File: src/design/nccp_pkg.sv
// nccp_pkg: shared widths, codes and control/status structs of the
// normalized cross-correlation peak search. No dependencies.
package nccp_pkg;

  localparam int MaxSamples = 256;
  localparam int SampleW    = 16;
  localparam int LagW       = 10;
  localparam int CoefW      = 16;

  localparam int AddrW     = $clog2(MaxSamples);
  localparam int CntW      = $clog2(MaxSamples + 1);
  localparam int SumW      = SampleW + CntW;
  localparam int DevW      = SampleW + CntW + 1;
  localparam int ProdW     = 2 * DevW;
  localparam int AccW      = ProdW + CntW;
  localparam int HalfW     = (AccW + 1) / 2;
  localparam int OpW       = 2 * HalfW;
  localparam int WideW     = 2 * OpW;
  localparam int RootW     = WideW + 2 * CoefW;
  localparam int KW        = $clog2(CoefW);
  localparam int RootShift = 2 * (CoefW - 1);
  localparam int IdxW      = (CntW + 2 > LagW) ? CntW + 2 : LagW;

  localparam logic [CntW-1:0]  MaxCnt  = CntW'(MaxSamples);
  localparam logic [CoefW-1:0] CoefMax = {1'b0, {(CoefW - 1){1'b1}}};

  typedef enum logic {
    MODE_ENERGY,
    MODE_CROSS
  } mode_e;

  typedef enum logic {
    MUL_SEL_NORM,
    MUL_SEL_PEAK
  } mul_sel_e;

  typedef struct packed {
    logic                   vld;
    mode_e                  mode;
    logic                   first;
    logic                   last;
    logic                   first_lag;
    logic [AddrW-1:0]       i;
    logic [AddrW-1:0]       j;
    logic signed [LagW-1:0] lag;
  } issue_t;

  typedef struct packed {
    logic          store;
    logic          clear;
    issue_t        issue;
    logic          mul_start;
    mul_sel_e      mul_sel;
    logic          root_init;
    logic          root_trial;
    logic          root_commit;
    logic [KW-1:0] root_k;
    logic          out_load;
  } cmd_t;

  typedef struct packed {
    logic [CntW-1:0] count;
    logic            pipe_busy;
    logic            degen;
    logic            mul_done;
  } sts_t;

endpackage

File: src/design/nccp_ctrl.sv
// nccp_ctrl: sequencer for sample loading, energy pass, lag search,
// wide products, root iterations and result handoff. Depends on nccp_pkg.
module nccp_ctrl (
  input  logic           clk_i,
  input  logic           rst_ni,
  input  logic           in_valid_i,
  input  logic           in_last_i,
  output logic           in_ready_o,
  input  logic           out_ready_i,
  output logic           out_valid_o,
  input  nccp_pkg::sts_t sts_i,
  output nccp_pkg::cmd_t cmd_o
);

  typedef enum logic [3:0] {
    ST_IDLE,
    ST_E_ISSUE,
    ST_E_DRAIN,
    ST_X_ISSUE,
    ST_X_DRAIN,
    ST_MUL_P_GO,
    ST_MUL_P_WAIT,
    ST_MUL_C_GO,
    ST_MUL_C_WAIT,
    ST_ROOT_INIT,
    ST_ROOT_TRY,
    ST_ROOT_CMP,
    ST_OUT
  } state_e;

  state_e                           state_q;
  logic [nccp_pkg::CntW-1:0]        i_q;
  logic signed [nccp_pkg::LagW-1:0] lag_q;
  logic                             first_q;
  logic [nccp_pkg::KW-1:0]          k_q;
  logic                             out_vld_q;

  logic [nccp_pkg::CntW-1:0]        n, half;
  logic signed [nccp_pkg::IdxW-1:0] n_s, half_s, lag_s, lag_nx_s, i_s, j_s;
  logic signed [nccp_pkg::IdxW-1:0] neg_half_s, i_end_s, start_nx_s;
  logic                             e_last, x_last, lag_final, load;

  always_comb begin
    n          = sts_i.count;
    half       = n >> 1;
    n_s        = $signed(nccp_pkg::IdxW'(n));
    half_s     = $signed(nccp_pkg::IdxW'(half));
    neg_half_s = -half_s;
    lag_s      = nccp_pkg::IdxW'(lag_q);
    lag_nx_s   = lag_s + nccp_pkg::IdxW'(1);
    i_s        = $signed(nccp_pkg::IdxW'(i_q));
    j_s        = i_s + lag_s;
    // overlap of lag d: i from max(0,-d) to min(n,n-d)-1
    i_end_s    = (lag_s < 0) ? n_s - nccp_pkg::IdxW'(1) : n_s - nccp_pkg::IdxW'(1) - lag_s;
    start_nx_s = (lag_nx_s < 0) ? -lag_nx_s : '0;
    e_last     = i_q == n - 1'b1;
    x_last     = i_s == i_end_s;
    lag_final  = lag_s == half_s - nccp_pkg::IdxW'(1);
    load       = (state_q == ST_OUT) && (!out_vld_q || out_ready_i);
  end

  always_ff @(posedge clk_i or negedge rst_ni) begin
    if (!rst_ni) begin
      state_q   <= ST_IDLE;
      i_q       <= '0;
      lag_q     <= '0;
      first_q   <= 1'b0;
      k_q       <= '0;
      out_vld_q <= 1'b0;
    end else begin
      if (load) begin
        out_vld_q <= 1'b1;
      end else if (out_ready_i) begin
        out_vld_q <= 1'b0;
      end
      unique case (state_q)
        ST_IDLE: begin
          if (in_valid_i && in_last_i) begin
            state_q <= ST_E_ISSUE;
            i_q     <= '0;
          end
        end
        ST_E_ISSUE: begin
          i_q <= i_q + 1'b1;
          if (e_last) begin
            state_q <= ST_E_DRAIN;
          end
        end
        ST_E_DRAIN: begin
          if (!sts_i.pipe_busy) begin
            if (sts_i.degen) begin
              state_q <= ST_OUT;
            end else begin
              state_q <= ST_X_ISSUE;
              lag_q   <= nccp_pkg::LagW'(neg_half_s);
              i_q     <= half;
              first_q <= 1'b1;
            end
          end
        end
        ST_X_ISSUE: begin
          first_q <= 1'b0;
          i_q     <= i_q + 1'b1;
          if (x_last) begin
            if (lag_final) begin
              state_q <= ST_X_DRAIN;
            end else begin
              lag_q   <= lag_q + 1'b1;
              i_q     <= nccp_pkg::CntW'(start_nx_s);
              first_q <= 1'b1;
            end
          end
        end
        ST_X_DRAIN: begin
          if (!sts_i.pipe_busy) begin
            state_q <= ST_MUL_P_GO;
          end
        end
        ST_MUL_P_GO: state_q <= ST_MUL_P_WAIT;
        ST_MUL_P_WAIT: begin
          if (sts_i.mul_done) begin
            state_q <= ST_MUL_C_GO;
          end
        end
        ST_MUL_C_GO: state_q <= ST_MUL_C_WAIT;
        ST_MUL_C_WAIT: begin
          if (sts_i.mul_done) begin
            state_q <= ST_ROOT_INIT;
            k_q     <= nccp_pkg::KW'(nccp_pkg::CoefW - 1);
          end
        end
        ST_ROOT_INIT: state_q <= ST_ROOT_TRY;
        ST_ROOT_TRY:  state_q <= ST_ROOT_CMP;
        ST_ROOT_CMP: begin
          if (k_q == '0) begin
            state_q <= ST_OUT;
          end else begin
            k_q     <= k_q - 1'b1;
            state_q <= ST_ROOT_TRY;
          end
        end
        ST_OUT: begin
          if (load) begin
            state_q <= ST_IDLE;
          end
        end
        default: state_q <= ST_IDLE;
      endcase
    end
  end

  always_comb begin
    cmd_o                 = '0;
    cmd_o.store           = in_valid_i && (state_q == ST_IDLE);
    cmd_o.clear           = load;
    cmd_o.issue.vld       = (state_q == ST_E_ISSUE) || (state_q == ST_X_ISSUE);
    cmd_o.issue.mode      = (state_q == ST_X_ISSUE) ? nccp_pkg::MODE_CROSS
                                                    : nccp_pkg::MODE_ENERGY;
    cmd_o.issue.first     = (state_q == ST_X_ISSUE) ? first_q : (i_q == '0);
    cmd_o.issue.last      = (state_q == ST_X_ISSUE) ? x_last : e_last;
    cmd_o.issue.first_lag = lag_s == neg_half_s;
    cmd_o.issue.i         = i_q[nccp_pkg::AddrW-1:0];
    cmd_o.issue.j         = (state_q == ST_X_ISSUE) ? j_s[nccp_pkg::AddrW-1:0]
                                                    : i_q[nccp_pkg::AddrW-1:0];
    cmd_o.issue.lag       = lag_q;
    cmd_o.mul_start       = (state_q == ST_MUL_P_GO) || (state_q == ST_MUL_C_GO);
    cmd_o.mul_sel         = (state_q == ST_MUL_C_GO) ? nccp_pkg::MUL_SEL_PEAK
                                                     : nccp_pkg::MUL_SEL_NORM;
    cmd_o.root_init       = state_q == ST_ROOT_INIT;
    cmd_o.root_trial      = state_q == ST_ROOT_TRY;
    cmd_o.root_commit     = state_q == ST_ROOT_CMP;
    cmd_o.root_k          = k_q;
    cmd_o.out_load        = load;
  end

  assign in_ready_o  = state_q == ST_IDLE;
  assign out_valid_o = out_vld_q;

  a_cross_not_degen: assert property (@(posedge clk_i) disable iff (!rst_ni)
    (state_q == ST_X_ISSUE) |-> !sts_i.degen)
    else $error("lag search running on a degenerate series");

  a_mul_done_waiting: assert property (@(posedge clk_i) disable iff (!rst_ni)
    sts_i.mul_done |-> (state_q == ST_MUL_P_WAIT || state_q == ST_MUL_C_WAIT))
    else $error("wide product finished outside a wait state");

  a_root_ends: assert property (@(posedge clk_i) disable iff (!rst_ni)
    (state_q == ST_ROOT_CMP && k_q == '0) |=> (state_q == ST_OUT))
    else $error("root iterations did not end at the last bit");

  a_load_shows: assert property (@(posedge clk_i) disable iff (!rst_ni)
    cmd_o.out_load |=> (out_vld_q && state_q == ST_IDLE && sts_i.count == '0))
    else $error("result load did not present a word and clear the series");

endmodule

File: config.mk
export PLATFORM = sky130hd
export DESIGN_NAME = nccp_ctrl
export DESIGN_NICKNAME = d
export VERILOG_FILES = /design/src/design/nccp_pkg.sv /design/src/design/nccp_ctrl.sv
export SDC_FILE = /design/constraint.sdc
export NUM_CORES = 1
export LEC_CHECK = 0
export BUFFER_PORTS_ARGS = -buffer_cell sky130_fd_sc_hd__buf_2
export CORE_MARGIN = 5
export CORE_UTILIZATION = 35
export CTS_BUF_LIST = sky130_fd_sc_hd__clkbuf_4 sky130_fd_sc_hd__clkbuf_8
export DETAILED_ROUTE_END_ITERATION = 6
export GPL_ROUTABILITY_DRIVEN = 0
export GPL_TIMING_DRIVEN = 0
export SLEW_MARGIN = 20
export SYNTH_ARGS = -nofsm -noshare
export SYNTH_HDL_FRONTEND = slang
export SYNTH_SLANG_ARGS = --single-unit
File: constraint.sdc
create_clock -name clk_i -period 6.21 [get_ports clk_i]
set_input_delay 1.242 -clock clk_i [delete_from_list [all_inputs] [get_ports clk_i]]
set_output_delay 1.242 -clock clk_i [all_outputs]
set_load 0.01 [all_outputs]
### Word-level counts from Yosys, hierarchy flattened

Index checks and enable logic that the tools add are counted.

| word-level totals | value |
|---|---|
| word-level logic and storage cells | 106 |
| register bits | 29 |
| output and inout bits | 45 |
| input port bits | 17 |

| cells by class | value |
|---|---|
| $lt $le $gt $ge | 2 |
| equal/unequal tests | 28 |
| multiplexer cells | 40 |
| add/subtract/negate cells | 11 |
| reduce and logical (&&, ||, !) cells | 19 |

Operator list:

| operator | number |
|---|---|
| 9-bit 2-to-1 mux | 6 |
| 4-bit case mux with 13 select lines | 1 |
| 4-bit 2-to-1 mux | 12 |
| 10-bit 2-to-1 mux | 4 |
| 9-bit case mux with 4 select lines | 1 |
| 10-bit by 11-bit == test with 1-bit output | 2 |
| 2-bit != test, second input constant | 11 |
| 4-bit == test, second input constant | 5 |
| 10-bit case mux with 2 select lines | 1 |
| 4-bit by 3-bit == test with 1-bit output, second input constant | 4 |
| 10-bit by 2-bit adder with 11-bit output, second input constant | 1 |
| 11-bit by 1-bit < comparator with 1-bit output, second input constant | 1 |
| 11-bit 2-to-1 mux | 1 |
| 8-bit negation with 11-bit output | 1 |
| 10-bit by 10-bit subtractor with 11-bit output | 1 |
| 10-bit by 1-bit adder with 10-bit output, second input constant | 1 |
| 10-bit by 9-bit == test with 1-bit output | 1 |
| 10-bit by 1-bit < comparator with 1-bit output, second input constant | 1 |
| 1-bit 2-to-1 mux | 10 |
| 9-bit by 1-bit subtractor with 10-bit output, second input constant | 1 |
| 9-bit by 1-bit adder with 9-bit output, second input constant | 1 |
| 9-bit == test | 1 |
| 9-bit zero test | 1 |
| 9-bit negation | 1 |
| other kinds (21) | 30 |

### Logic depth before layout (Yosys ltp)

Gate-level depths: netlist (run 1).

| depth | value |
|---|---|
| word-level depth | 6 |
| mapped depth | 18 |
| mapped depth without buffers | 16 |

### Worst setup path after synthesis (run 1)

OpenSTA, ideal clock, no wires.

| path | value |
|---|---|
| path kind | in2out |
| start point | input port sts_i[4] (netlist bit) |
| end point | output port cmd_o[37] (netlist bit) |
| buffers on the path | 2 |
| path slack | 166 ps |
| arrival | 4,802 ps |
| stages on the path | 15 |
| data required time | 4,968 ps |
| cell sequence | clkbuf_1 -> inv_1 -> ha_1 -> or3b_1 -> nor4_2 -> xor2_1 -> ha_1 -> a21o_1 -> or3_1 -> a2bb2oi_1 -> xor2_1 -> nor4_2 -> clkbuf_1 -> nand3_1 -> o21ai_0 |

RTL lines:

| element | RTL line | source |
|---|---|---|
| from (decl) | nccp_ctrl.sv:11 | `input nccp_pkg::sts_t sts_i,` |
| to (decl) | nccp_ctrl.sv:12 | `output nccp_pkg::cmd_t cmd_o` |

==> metrics.yaml, run 1 <==
wl_um: 14700
end_kind: "output port"
ys_seq_area_share_pct: 17.15
antenna_cells: 0
grt-ovfl-total: 0
hold_violations: 0
vias: 4659
root_buffer: "clkbuf_8"
drtIter0Drc: 413
fill_cells: 1263
grt_pass1_vias: 4432
ys_ff_latch: 29
final.setup_skew_ps: 7.259
ctsHoldBuffers: 0
synthToLayoutAreaGrowth_pct: 16.03
cts_tree: "yes"
viasPerCell: 5.831
multi_input_area_um2: 3204
grt_max_degree: 30
arrival_ps: 4840
final_antenna_net_count: 0
yosys_warnings: 0
wire_per_inst_um: 18.40
max_freq_mhz: 164.3
regArea_um2: 725.7
htreeDepth: 2
synth-edff-count: 0
cts_sinks: 29
criticalPathCategory: "input port to output port"
p_per_area_nw_per_um2: 513.3
synth_nets: 625
grt_pass1_wl_um: 23350
placed_cell_area_um2: 4686
crit_fanout: 10
p_leak_uw: 0.002127
tightest_slew_ps: 909.6
fin_util_pct: 41.22
reg2reg_slack_ps: 2060
peakVddDrop_uv: 136.9
status: "finished, final reports clean"
antenna_found_initial: 0
critical_path.top_delay_family: "compound AO/OA/AOI/OAI gates"
syn_area_per_cell_um2: 7.258
fin_crit_ps: 6085
critPathRequiredTime_ps: 4970
maxCapViolations: 0
clk_path_buf_depth: 2
setup_violations: 0
drive_above_1_share_pct: 18.71
initial_core_util_pct: 35.53
crit_buf_inv: 5
io_buffers: 54
critical-path-slowest-cell: "a221oi_4"
ys.flop_type: "dfrtp_1"
numCtsBuffers: 5
grtUsageTotal_pct: 19.92
cts.clk_slew.worst_paths_ps: 60
power_uw: 2520
first_pass_iters: 5
die_h_um: 120.0
critical_path.max_stage_delay_ps: 370
hp-class: "flop to flop"
coreArea_um2: 11910
post-dp-hpwl_um: 11390
async_flop_share_pct: 100.0
ioPinCount: 62
slew_violations: 0
synth_cell_types: 74
drc: 0
finish.instance_area_um2: 4910
final_cells: 799
dieWidth_um: 120.0
slew_headroom_pct: 38.80
clock_latency_ps: 280
dp_cells: 784
core.rowCount: 40
fin_crit_sh_pct: 97.98
num-nets-final: 693
fp.dieArea_um2: 14390
syn_inst: 583
crit_path_start_kind: "input port"
worstPathCellList: "clkbuf_2, inv_1, ha_1, nor3b_1, xnor2_1, inv_1, ha_1, a21o_1, a221oi_4, o21ai_0, a2bb2oi_1, xor2_1, nor4_4, buf_6, nand3_1, o21ai_0, buf_2"
tns_ps: 0
syn_area_um2: 4232
per-layer routing:
layer	global-route usage, %	wire length, um
met1	26.82	6346
met5	0	0
met4	5.369	347
met2	32.91	6952
met3	3.346	1055
final cells by class:
cell class              instances  share of cell area (%)
clock buffers                   6                   1.555
multi-input cells             470                   65.26
well taps                     147                   3.746
plain buffers                  48                   5.122
clock inverters                 2                  0.2039
repair buffers                 61                   6.575
flip-flops and latches         29                   14.78
inverters                      36                   2.752
path summary, 6_finish.rpt:
kind                           from        end  cells after the start
setup / recovery           sts_i[4]  cmd_o[37]                     17
hold / removal              first_q    first_q                      1
setup reg to reg           lag_q[2]   lag_q[7]                     13
hold reg to reg             first_q    first_q                      1
max in group asynchronous    rst_ni    first_q                      1
min in group asynchronous    rst_ni     k_q[3]                      1
registers in the layout (all words and copies together), names as in the netlist:
signal	flops
state_q	4
lag_q	10
first_q	1
i_q	9
k_q	4
out_valid_o	1
timing repair:
action / CTS / global route
buffers inserted: 4 / 3
endpoints found under the setup margin: 1 / 1
cloned: 0 / 0
pin swaps: 3 / 2
gates resized for setup: 10 / 9
cells by family after synthesis:
family / count (synthesis) / synth area share (%)
mux: 7 / 1.685
xor+xnor: 55 / 12.03
compound gates: 151 / 24.10
fa+ha+maj: 25 / 7.747
flops: 29 / 17.15
simple gates: 232 / 28.39
buf+inv: 84 / 8.900
power by group:
| part | internal [uW] | switching [uW] | total (uW) |
|---|---|---|---|
| Sequential | 272 | 124 | 396 |
| Combinational | 776 | 1190 | 1970 |
| Clock | 82.0 | 76.9 | 159 |
| Total | 1130 | 1390 | 2520 |
synth_stat cells (3+ instances only):
cell type | number | area share (%)
xnor2_1 | 36 | 7.5
nor2_1 | 50 | 4.4
nor2b_1 | 4 | 0.59
o2111ai_1 | 3 | 0.62
nand3_1 | 23 | 2.7
a21oi_1 | 33 | 3.9
a31o_2 | 6 | 1.2
and2_1 | 7 | 1.0
nand2_1 | 56 | 5.0
clkbuf_1 | 29 | 2.6
nor4_1 | 11 | 1.6
and3_1 | 9 | 1.3
nor3_1 | 25 | 3.0
mux2i_1 | 6 | 1.4
nand2b_1 | 10 | 1.5
buf_4 | 11 | 2.0
o22ai_1 | 4 | 0.59
inv_1 | 35 | 3.1
a21o_1 | 7 | 1.2
nor4b_1 | 3 | 0.62
a31oi_1 | 11 | 1.6
buf_2 | 4 | 0.47
or3_1 | 7 | 1.0
nand4_1 | 7 | 1.0
or2_2 | 3 | 0.44
dfrtp_1 | 29 | 17
xor2_1 | 17 | 3.5
o21ai_0 | 38 | 4.5
o21a_1 | 4 | 0.71
ha_1 | 23 | 6.8
o21bai_1 | 5 | 0.89
o211ai_1 | 4 | 0.71
nor3b_1 | 5 | 0.89
stage by stage:
stage / hold WS, ps / setup WS, ps
after CTS: 481.7 / 89.98
final: 482.2 / 125.3
after global routing: 508.1 / -21.95
after global placement: 464.1 / -1031
after floorplan: 449.6 / 165.5
after detailed placement: 465.9 / -1100
layout by cell type, fill, tap and decap left out, types with 6 or more instances in the layout:
master,n
clkbuf_1,26
nor3_1,25
nand2_1,56
and3_1,9
nand4_1,7
and2_1,7
a31oi_1,11
o21ai_0,38
inv_1,35
nand2b_1,10
xnor2_1,36
nor2_1,50
ha_1,21
a31o_2,6
buf_2,58
nor4_1,11
dfrtp_1,29
a21o_1,7
xor2_1,16
nand3_1,23
a21oi_1,33
or3_1,7
buf_4,18
Power figures use the tool's default switching activity.
==> run 2: changes to the inputs <==
CORE_ASPECT_RATIO = 0.5   (was not set)
CORE_MARGIN = 2   (was 5)
GPL_ROUTABILITY_DRIVEN = not set   (was 0)
==> metrics.yaml, run 2 (synthesized netlist as in run 1, its figures left out) <==
placed_cell_area_um2: 4708  # was 4686 um2
root_buffer: "clkbuf_8"  # unchanged
top_layer: "met4"  # unchanged
regArea_um2: 725.7  # unchanged
clk_path_buf_depth: 2  # unchanged
setup_violations: 0  # unchanged
antenna_cells: 0  # unchanged
top_regs: "lag_q (10), i_q (9)"  # unchanged
vias: 4537  # was 4659
core.rowCount: 28  # was 40
drtIter0Drc: 673  # was 413
maxCapViolations: 0  # unchanged
num-nets-final: 689  # was 693
fill_cells: 1273  # was 1263
timing.rr.start: "lag_q[2]"  # unchanged
grt-ovfl-total: 0  # unchanged
post-dp-hpwl_um: 11030  # was 11390 um
grt_max_degree: 30  # unchanged
final.setup_skew_ps: 14.11  # was 7.259 ps
coreArea_um2: 11810  # was 11910 um2
viasPerCell: 5.587  # was 5.831
peakVddDrop_uv: 133.0  # was 136.9 uV
crit_fanout: 10  # unchanged
criticalPathCategory: "input port to output port"  # unchanged
reg2reg_slack_ps: 2020  # was 2060 ps
reg2regPathDepth: 12  # was 13
slew_violations: 0  # unchanged
wl_um: 14310  # was 14700 um
p_per_area_nw_per_um2: 506.9  # was 513.3 nW/um2
grt_pass1_vias: 4060  # was 4432
tightest_slew_ps: 1030  # was 909.6 ps
fin_crit_sh_pct: 97.26  # was 97.98%
io_buffers: 54  # unchanged
first_pass_iters: 6  # was 5
cp-startpoint: "sts_i[4]"  # unchanged
ctsHoldBuffers: 0  # unchanged
cts_tree: "yes"  # unchanged
arrival_ps: 4800  # was 4840 ps
slew_headroom_pct: 30.67  # was 38.80%
antenna_found_initial: 0  # unchanged
power_uw: 2494  # was 2520 uW
gp_congestion: 0.9416
max_freq_mhz: 165.6  # was 164.3 MHz
reg2reg_to: "lag_q[7]"  # unchanged
cp-endpoint: "cmd_o[37]"  # unchanged
grtUsageTotal_pct: 21.76  # was 19.92%
ioPinCount: 62  # unchanged
crit_path_start_kind: "input port"  # unchanged
end_kind: "output port"  # unchanged
status: "finished, final reports clean"  # unchanged
multi_input_area_um2: 3219  # was 3204 um2
largest_reg_flops: 10  # unchanged
drive_above_1_share_pct: 18.24  # was 18.71%
fp.dieArea_um2: 13040  # was 14390 um2
final_common_cell: "buf_2"  # unchanged
wire_per_inst_um: 17.63  # was 18.40 um
numCtsBuffers: 5  # unchanged
drt-met1-wl_um: 7001  # was 6346 um
wl_met3_um: 1078  # was 1055 um
die_h_um: 81.75  # was 120.0 um
initial_core_util_pct: 35.84  # was 35.53%
drc: 0  # unchanged
final_antenna_net_count: 0  # unchanged
dieWidth_um: 159.5  # was 120.0 um
cts.clk_slew.worst_paths_ps: 60  # about the same
hp-class: "flop to flop"  # unchanged
route.met2.wl_um: 6006  # was 6952 um
fin_crit_ps: 6040  # was 6085 ps
top_register: "lag_q"  # unchanged
finish.instance_area_um2: 4921  # was 4910 um2
rsz0062_at_grt: "false"
critPathRequiredTime_ps: 4970  # about the same
final_cell_mix: "58 x buf_2, 56 x nand2_1, 50 x nor2_1"  # unchanged
p_leak_uw: 0.002119  # was 0.002127 uW
htreeDepth: 2  # unchanged
cts_sinks: 29  # unchanged
hold_violations: 0  # unchanged
grt_pass1_wl_um: 22340  # was 23350 um
clock_latency_ps: 300  # was 280 ps
synthToLayoutAreaGrowth_pct: 16.29  # was 16.03%
run 2: per-layer routing:
metal	vias up	GRT usage (%)
met2	202	33.72
met1	2115	31.75
met5	-	0
met3	21	2.626
met4	0	6.364
li1	2199	-
run 2: area by class of cell:
class	count	share of cell area, %
Multi-Input combinational cell	470	65.42
Sequential cell	29	14.75
Timing Repair Buffer	57	5.950
Buffer	48	5.111
Tap cell	165	4.195
Inverter	36	2.746
Clock buffer	7	1.831
run 2: how the worst min path moves through the flow:
stage	startpoint	to	slack (ps)	depth (start not counted)
finish	first_q	first_q	480	1
global route	first_q	first_q	510	1
CTS	first_q	first_q	490	1
detailed placement	first_q	first_q	470	1
global placement	first_q	first_q	470	1
floorplan	first_q	first_q	450	1
run 2: per-stage QoR:
step / instances / worst slack (ps) / hold WS, ps / setup TNS [ps] / utilization, %
global placement: 802 / -1120 / 473.1 / -1660 / 39.88
global route: 812 / 13.12 / 511.2 / 0 / 41.68
floorplan: 583 / 165.5 / 449.6 / 0 / -
CTS: 812 / 10.45 / 486.6 / 0 / 41.33
finish: 812 / 169.9 / 478.9 / 0 / 41.68
detailed placement: 802 / -1063 / 471.7 / -1274 / 39.88
run 2: worst max-delay path: stages:
cell and delay (ps):
clkbuf_2 170, inv_1 160, ha_2 250, or3b_1 440, nor4_4 220, xor2_2 210, ha_1 330, a21o_1 200
or3_1 310, a2bb2oi_1 150, xor2_1 170, nor4_4 340, buf_6 200, nand3_1 70, o21ai_0 140, buf_2 180
run 2: repair_timing:
action	4_1_cts	5_1_grt
resized for setup	12	9
setup endpoints to repair	1	1
pin swaps	2	1
buffers inserted	3	0
run 2: where the power goes:
group | leakage [uW] | internal [uW] | switching (uW) | total [uW]
logic | 0.00172 | 756 | 1180 | 1930
clock network | 0.0000477 | 92.3 | 80.2 | 172
registers | 0.000349 | 272 | 118 | 390
total | 0.00212 | 1120 | 1370 | 2490
==> run 3: changes to the inputs <==
clock period = 6.45 ns   (was 6.21 ns; I/O delays follow)
==> metrics.yaml, run 3 (synthesized netlist as in run 1, its figures left out) <==
wire_per_inst_um: 17.66  # was 17.63 um
cts_sinks: 29  # unchanged
final_cells: 812  # unchanged
root_buffer: "clkbuf_8"  # unchanged
grt_max_degree: 30  # unchanged
grtUsageTotal_pct: 21.73  # was 21.76%
top_register: "lag_q"  # unchanged
dp_cells: 802  # unchanged
maxCapViolations: 0  # unchanged
crit_fanout: 8  # was 10
final.setup_skew_ps: 10.06  # was 14.11 ps
hp-class: "flop to flop"  # unchanged
die_h_um: 81.75  # unchanged
vias: 4579  # was 4537
clk_path_buf_depth: 2  # unchanged
end_kind: "output port"  # unchanged
final_antenna_net_count: 0  # unchanged
hold_violations: 0  # unchanged
initial_core_util_pct: 35.84  # unchanged
final_cell_mix: "58 x buf_2, 56 x nand2_1, 50 x nor2_1"  # unchanged
first_pass_iters: 5  # was 6
wl_um: 14340  # was 14310 um
grt-ovfl-total: 0  # unchanged
io_buffers: 54  # unchanged
antenna_found_initial: 0  # unchanged
criticalPathCategory: "input port to output port"  # unchanged
ioPinCount: 62  # unchanged
arrival_ps: 4900  # was 4800 ps
gp_congestion: 0.9416  # unchanged
dieWidth_um: 159.5  # unchanged
core.rowCount: 28  # unchanged
power_uw: 2390  # was 2494 uW
grt_pass1_wl_um: 22280  # was 22340 um
num-nets-final: 689  # unchanged
peakVddDrop_uv: 127.7  # was 133.0 uV
fp.dieArea_um2: 13040  # unchanged
grt_pass1_vias: 4039  # was 4060
tightest_slew_ps: 1025  # was 1030 ps
p_per_area_nw_per_um2: 488.6  # was 506.9 nW/um2
clock_latency_ps: 290  # was 300 ps
viasPerCell: 5.639  # was 5.587
cts_tree: "yes"  # unchanged
ctsHoldBuffers: 0  # unchanged
antenna_cells: 0  # unchanged
cts.clk_slew.worst_paths_ps: 60  # about the same
slew_headroom_pct: 31.04  # was 30.67%
fin_crit_sh_pct: 95.92
synthToLayoutAreaGrowth_pct: 15.61  # was 16.29%
top_regs: "lag_q (10), i_q (9)"  # unchanged
post-dp-hpwl_um: 11030  # unchanged
drc: 0  # unchanged
status: "finished, final reports clean"  # unchanged
crit_path_start_kind: "input port"  # unchanged
coreArea_um2: 11810  # unchanged
largest_reg_flops: 10  # unchanged
htreeDepth: 2  # unchanged
fin_crit_ps: 6187
fill_cells: 1277  # was 1273
numCtsBuffers: 5  # unchanged
reg2reg_slack_ps: 2260  # was 2020 ps
slew_violations: 0  # unchanged
setup_violations: 0  # unchanged
critPathRequiredTime_ps: 5160  # was 4970 ps
drtIter0Drc: 625  # was 673
drive_above_1_share_pct: 17.77  # was 18.24%
final_common_cell: "buf_2"  # unchanged
p_leak_uw: 0.002115  # was 0.002119 uW
max_freq_mhz: 161.6
rsz0062_at_grt: "false"  # unchanged
-- run 3: cell types whose count changed in the layout (fill, tap and decap cells not counted) --
cell,change
nor3_4,-1
ha_1,+2
ha_2,-2
a2111oi_1,+1
buf_6,-1
nor4_4,-1
a2111oi_2,-1
buf_4,+1
nor4_2,+1
nor3_2,+1
-- run 3: repair_timing --
| item | CTS | global route |
|---|---|---|
| cloned | 0 | 0 |
| pin swaps | 2 | 0 |
| resized for setup | 8 | 8 |
| setup buffers | 2 | 1 |
| setup endpoints to repair | 1 | 1 |
-- run 3: power breakdown --
group / internal [uW] / switching, uW
clock network: 88.8 / 74.6
logic: 721 / 1130
registers: 262 / 113
-- run 3: final timing paths --
path,start,to,cells after the start
worst min register to register,first_q,first_q,1
worst max register to register,lag_q[2],lag_q[7],12
worst min-delay path,first_q,first_q,1
max in group asynchronous,rst_ni,state_q[0],1
worst max-delay path,sts_i[4],cmd_o[37],17
min in group asynchronous,rst_ni,i_q[7],1
-- run 3: layer usage --
metal / global-route usage (%) / vias to the layer above / share of wire (%)
met5: 0 / - / 0
met4: 6.000 / 0 / 1.4
met3: 2.626 / 18 / 7.8
met2: 33.85 / 207 / 42
li1: - / 2199 / -
met1: 31.69 / 2155 / 48
-- run 3: worst max-delay path, stage by stage --
cell and delay [ps]:
clkbuf_2 170, inv_1 160, ha_1 270, nand2b_1 170, nor3_2 220, xnor2_2 180, inv_1 70, ha_1 390
and3_1 230, o211a_1 170, o311a_1 330, a2111oi_4 370, xnor2_1 230, nor3_4 220, nand3_1 90, o21ai_0 140
buf_2 180
-- run 3: area by class of cell --
cell class	instances	area, um2	area share [%]
multi-input combinational	470	3194	65.29
tap	165	206.4	4.220
clock buffer	7	90.09	1.841
inverter	36	135.1	2.762
timing repair buffer	57	292.8	5.985
buffer	48	247.7	5.064
sequential	29	725.7	14.83
-- run 3: metrics by stage --
stage               setup TNS, ps  hold WS (ps)  area (um2)  util, %  worst slack, ps
floorplan                       0         449.6        4232        -            309.5
global placement           -976.4         473.1        4708    39.88           -976.4
detailed placement         -919.4         471.7        4708    39.88           -919.4
CTS                             0         486.6        4851    41.09            73.84
global route                    0         511.2        4892    41.44            43.49
finish                          0         478.5        4892    41.44            263.3
